$ cat src/design/cicmd_pkg.sv
`default_nettype none

package cicmd_pkg;

    // Grid geometry
    localparam int CELLS_X     = 14;
    localparam int CELLS_Y     = 14;
    localparam int CELLS_Z     = 14;
    localparam int GHOST_CELLS = 1;
    localparam int GRID_X      = CELLS_X + 2 * GHOST_CELLS;
    localparam int GRID_Y      = CELLS_Y + 2 * GHOST_CELLS;
    localparam int GRID_Z      = CELLS_Z + 2 * GHOST_CELLS;
    localparam int GRID_TOTAL  = GRID_X * GRID_Y * GRID_Z;
    localparam int ADDR_W      = $clog2(GRID_TOTAL);

    // Field widths
    localparam int CELL_W = 12;
    localparam int DENS_W = 48;
    localparam int FRAC_W = 16;
    localparam int IDX_W  = 35;
    localparam int CFG_W  = 32;

    localparam logic [DENS_W-1:0] DENS_MAX = {DENS_W{1'b1}};

    typedef logic signed [IDX_W-1:0] t_idx;

    typedef enum logic [1:0] {
        OP_CLEAR   = 2'd0,
        OP_DEPOSIT = 2'd1,
        OP_READ    = 2'd2,
        OP_NONE    = 2'd3
    } t_op;

    typedef enum logic [1:0] {
        ST_DONE  = 2'd0,
        ST_RANGE = 2'd1,
        ST_SAT   = 2'd2
    } t_status;

    typedef enum logic [2:0] {
        CFG_ORIGIN_X   = 3'd0,
        CFG_ORIGIN_Y   = 3'd1,
        CFG_ORIGIN_Z   = 3'd2,
        CFG_INV_CELL_X = 3'd3,
        CFG_INV_CELL_Y = 3'd4,
        CFG_INV_CELL_Z = 3'd5,
        CFG_INV_VOLUME = 3'd6
    } t_cfg_idx;

    // One classified job passed from the front to the back
    typedef struct packed {
        t_op                op;
        logic               oor;
        logic               pm_sat;
        logic [DENS_W-1:0]  pm;
        logic [FRAC_W-1:0]  fx;
        logic [FRAC_W-1:0]  fy;
        logic [FRAC_W-1:0]  fz;
        logic [ADDR_W-1:0]  base;
        logic [CELL_W-1:0]  cell_idx;
    } t_job;

    // Queue status seen by both sides
    typedef struct packed {
        logic full;
        logic empty;
    } t_qstat;

    // Highest legal lower index on one axis
    function automatic t_idx axis_limit(input logic [1:0] axis);
        t_idx lim;
        case (axis)
            2'd0:    lim = t_idx'(GRID_X - 3);
            2'd1:    lim = t_idx'(GRID_Y - 3);
            default: lim = t_idx'(GRID_Z - 3);
        endcase
        return lim;
    endfunction

endpackage

`default_nettype wire

$ cat src/design/cicmd_queue.sv
`default_nettype none

module cicmd_queue
    import cicmd_pkg::*;
(
    input  wire logic  i_clk,
    input  wire logic  i_rst_n,
    input  wire logic  i_push,
    input  wire t_job  i_job,
    input  wire logic  i_pop,
    output t_job       o_head,
    output t_qstat     o_qstat
);

    t_job        r_slot [2];
    logic        r_wptr;
    logic        r_rptr;
    logic [1:0]  r_count;

    assign o_head        = r_slot[r_rptr];
    assign o_qstat.full  = (r_count == 2'd2);
    assign o_qstat.empty = (r_count == 2'd0);

    // Two-entry ring of jobs
    always_ff @(posedge i_clk) begin
        if (!i_rst_n) begin
            r_wptr  <= 1'b0;
            r_rptr  <= 1'b0;
            r_count <= 2'd0;
        end else begin
            if (i_push) begin
                r_slot[r_wptr] <= i_job;
                r_wptr         <= ~r_wptr;
            end
            if (i_pop) begin
                r_rptr <= ~r_rptr;
            end
            case ({i_push, i_pop})
                2'b10:   r_count <= r_count + 2'd1;
                2'b01:   r_count <= r_count - 2'd1;
                default: r_count <= r_count;
            endcase
        end
    end

`ifndef ASSERT_OFF
    a_no_overflow: assert property (@(posedge i_clk) disable iff (!i_rst_n)
        o_qstat.full |-> !i_push || i_pop)
        else $error("job queue overflow");
    a_no_underflow: assert property (@(posedge i_clk) disable iff (!i_rst_n)
        i_pop |-> !o_qstat.empty)
        else $error("job queue underflow");
    a_count_track: assert property (@(posedge i_clk) disable iff (!i_rst_n)
        (i_push && !i_pop && !o_qstat.full) |=> !o_qstat.empty)
        else $error("job queue lost a beat");
`endif

endmodule

`default_nettype wire

$ cat config.mk
export PLATFORM = sky130hd
export DESIGN_NAME = cicmd_queue
export DESIGN_NICKNAME = d
export VERILOG_FILES = /design/src/design/cicmd_pkg.sv /design/src/design/cicmd_queue.sv
export SDC_FILE = /design/constraint.sdc
export NUM_CORES = 1
export LEC_CHECK = 0
export ABC_AREA = 1
export BUFFER_PORTS_ARGS = -buffer_cell sky130_fd_sc_hd__clkbuf_2
export CORE_UTILIZATION = 47
export DETAILED_ROUTE_END_ITERATION = 16
export PLACE_DENSITY = 0.86
export SYNTH_ARGS = -nofsm -noshare
export SYNTH_HDL_FRONTEND = slang
export SYNTH_SLANG_ARGS = --single-unit
$ cat constraint.sdc
create_clock -name i_clk -period 10.82 [get_ports i_clk]
set_input_delay 1.623 -clock i_clk [delete_from_list [all_inputs] [get_ports i_clk]]
set_output_delay 1.623 -clock i_clk [all_outputs]
set_load 0.1 [all_outputs]
# Yosys cells after proc, flatten, opt, wreduce, memory -nomap -nowiden

Memory sizes are Yosys's and may differ from the RTL's. A register that Yosys moved wholly into a read port is not among the register bits.
Index checks and enable logic that the tools add are counted.

$add $sub $neg: 2
Bitwise gates (word level): 2
Mux-type cells: 6
Reductions and logical operators: 2
Equal/unequal tests: 3

Operators by type and width:

| kind                                                | number |
|---|---|
| 2-to-1 mux 1 bit                                    | 5 |
| equality test 2 bit, second input constant          | 2 |
| case mux 2 bit (2 select lines)                     | 1 |
| adder 2 x 1 -> 2 bit, second input constant         | 1 |
| equality test 2 x 1 -> 1 bit, second input constant | 1 |
| zero test 2 bit                                     | 1 |
| inverter 1 bit                                      | 2 |
| nonzero test 2 bit                                  | 1 |
| subtractor 2 x 1 -> 2 bit, second input constant    | 1 |

Logic and storage cells: 19
Register bits after elaboration: 4
Input bits: 128
Memories kept: 1
RAM bits: 248

Memories:

| memory | words | bits a word | rd ports | clocked after Yosys merged registers in | wr ports | line              | source |
|---|---|---|---|---|---|---|---|
| r_slot | 2     | 124         | 1        | 1                                       | 1        | cicmd_queue.sv:15 | `t_job r_slot [2];` |

# Logic depth before layout (Yosys ltp)

Depth after elaboration: 3
Depth in mapped cells: 7

# Least setup slack after synthesis

OpenSTA, ideal clock, no wires.

Kind: in2reg
Start point: input port i_rst_n
End point: memory r_slot[1][0] in the netlist's numbering (enable)
Arrival time: 10.056 ns
Required time: 10.061 ns
Stages: 2
Slack: 0.005 ns
Setup time: 0.759 ns
Path through: inv_1 nor3_1

Longest elaborated chain between the ends: 2

RTL lines:

| what                                   | line              | source |
|---|---|---|
| start, declared                        | cicmd_queue.sv:7  | `input wire logic i_rst_n,` |
| 2-to-1 mux 1 bit                       | cicmd_queue.sv:26 | `if (!i_rst_n) begin` |
| 2-to-1 mux 1 bit (implied by the code) | cicmd_queue.sv:32 | `r_slot[r_wptr] <= i_job;` |
| end, declared                          | cicmd_queue.sv:15 |  |

Every way passes these cells.

==> impl_metrics.ini <==
[setup_path]
r2r_slack_ps = 9090
path_delay_family = buffers and inverters
path_buf_inv = 2
cp_cell_sequence = buf_4 -> mux2_2 -> clkbuf_2
reg2reg_depth = 3
worstPathRequired_ps = 9200
r2r-end = r_slot[1][86]$_DFFE_PP_
slowest_stage = dfxtp_4
critical_path_arrival_ps = 3260
startpoint_type = flop
end_kind = output port
max_stage_delay_ps = 940
rr_startpoint = r_wptr$_SDFFE_PN0P_
cp_max_fo = 67
crit_type = flop to output port

[pwr]
ir_worst_vdd_mv = 0.163
leakage_nw = 4.57
p_per_area_nw_per_um2 = 208

[clock_network]
hold_buffers = 0
clock_latency_ps = 520
clock_sinks = 253
cts-buffers-inserted = 26
clockBufferDepth = 3
clkTransAtPathRegs_ps = 60
root_buffer = clkbuf_16
tritoncts = yes
post_cts_buffers = 0
htree_levels = 1
cts.repair.resized = 0

[sta]
setup_tns_ps = 0
setup_slack_ps = 5940
hold_viol_final = 0
rsz0062_at_grt = false
fmax_ghz = 0.205
post-route-period-util = 0.451
slew_headroom = 0.314
setup_viol = 0
skew_ps = 25.9
finalCriticalPeriod_ps = 4880
final_max_slew_viol_count = 0
tightest_slew_ps = 1030

[yosys]
yosys_warnings = 0
synth_top_area_share = 0.791
synth_nets = 549
synthTopCellsByArea = edfxtp_1 79%, mux2_4 9.6%, mux2_2 7.7%, dfxtp_1 1.1%, buf_6 0.96%
yosysSeqAreaShare = 0.801
syn_area_sq_um = 9420
yosysTopAreaCell = edfxtp_1
ys_types = 15
avgSynthCellArea_sq_um = 22.4
syn_inst = 420
synth_seq_cells = 253

[route]
drc = 0
drt_iter0_markers = 191
drtAntennaViolNets = 0
routed_wl_microns = 16600
via_count = 4744
wl_per_cell_microns = 17.0
drt-pass1-iter-count = 4
avgViaCountPerCell = 4.86

[cells_and_area]
stdcell_area_sq_um = 11800
fillCellCount = 1423
fin_util = 0.603
final_cell_mix = 253 x clkbuf_2, 248 x edfxtp_1, 64 x mux2_2
instances_no_fill = 977
areaGrowthSynthToFinish_pct = 25.0
final_nets = 821
layout_commonest_cell = clkbuf_2
layout-drive-gt1-share = 0.594

[floorplan]
dieHeight_microns = 144
ios = 254
dieArea_sq_um = 20600
fp.dieW_microns = 144
initial_core_util = 0.482
placementRows = 51
core_sq_um = 19500

[placed_design]
dpl_worst_slack_ps = 6430
dp.cells = 929
dp_hpwl_microns = 10900
gp_congestion = 0.716
port_buffers = 253
post_dp_cell_area_sq_um = 11000

[grt]
antenna_found_initial = 1
grt_max_degree = 68
overflow = 0
track_usage = 0.154
grt_pass1_vias = 4843
grt_pass1_wl_microns = 24200

[job]
cap_violations = 0

[hold_path]
worstHoldStart = r_wptr$_SDFFE_PN0P_
whs_path_depth = 2
hold_class = flop to flop
min_to = r_wptr$_SDFFE_PN0P_

[outcome]
run_status = completed
[worst register-to-register path, cell delays in order (launching register included)]
cell and delay, ps:
dfxtp_1 330, inv_1 60, nor3_2 190, buf_4 650
[state kept, by name, indices dropped and copies added (netlist names), named ones only]
register and flops:
r_slot 248, r_wptr 1, r_count 2, r_rptr 1
[cell usage after synthesis]
master	n
edfxtp_1	248
mux2_2	64
mux2_4	60
nor2_1	9
buf_6	8
inv_1	7
buf_2	6
nand2_1	6
dfxtp_1	5
a21oi_1	2
ha_1	1
nand4_1	1
nor3_1	1
o21ai_0	1
xnor2_1	1
[cell families (layout without fill, tap and decap cells)]
logic type,count (synthesis),count (layout),share of synthesized area
AO/OA/AOI/OAI,3,3,0.00159
XOR/XNOR,1,1,0.000930
adder cells (fa/ha/maj),1,1,0.00133
buffers and inverters,21,312,0.0155
flip-flops,253,253,0.801
multiplexers,124,124,0.172
other,0,1,0
AND/OR/NAND/NOR,17,17,0.00717
[report_power, final]
part           leakage (nW)  switching, mW  internal, mW
combinational          1.84          0.372        0.0998
sequential             2.32         0.0181          1.11
clock                 0.408          0.346         0.500
total                  4.57          0.736          1.71
[cell type report]
| cell class | count | area, sq um | share of cell area |
|---|---|---|---|
| sequential | 253 | 7550 | 0.641 |
| multi-input combinational | 146 | 1740 | 0.148 |
| timing repair buffer | 258 | 1300 | 0.111 |
| clock buffer | 29 | 683 | 0.0580 |
| tap | 265 | 332 | 0.0282 |
| clock inverter | 18 | 138 | 0.0117 |
| inverter | 7 | 26.3 | 0.00223 |
| antenna | 1 | 2.50 | 0.000213 |
[per-stage QoR]
| stage | hold WS (ps) | power (mW) |
|---|---|---|
| 4_1_cts | 489 | 2.47 |
| 2_1_floorplan | 443 | 1.56 |
| 5_1_grt | 523 | 2.52 |
| 3_5_place_dp | 467 | 1.63 |
| 6_report | 479 | 2.45 |
| 3_3_place_gp | 450 | 1.62 |
[how the worst max path moves through the flow]
stage            start                endpoint  slack (ps)  cells past startpoint
3_3_place_gp      flop               o_head[1]        6430                      3
2_1_floorplan  i_rst_n  r_slot[1][0]$_DFFE_PP_           5                      2
3_5_place_dp      flop             o_head[121]        6430                      3
4_1_cts           flop             o_head[121]        5870                      3
6_report          flop             o_head[121]        5940                      3
5_1_grt           flop             o_head[121]        5770                      3
[routing by layer]
layer,vias up,GRT usage,share of wire
met5,-,0,0
met4,0,0.0594,0.031
met3,40,0.0563,0.089
met2,195,0.279,0.51
met1,2305,0.162,0.37
li1,2204,-,-
Note: power is estimated with default switching activity, not from simulation.
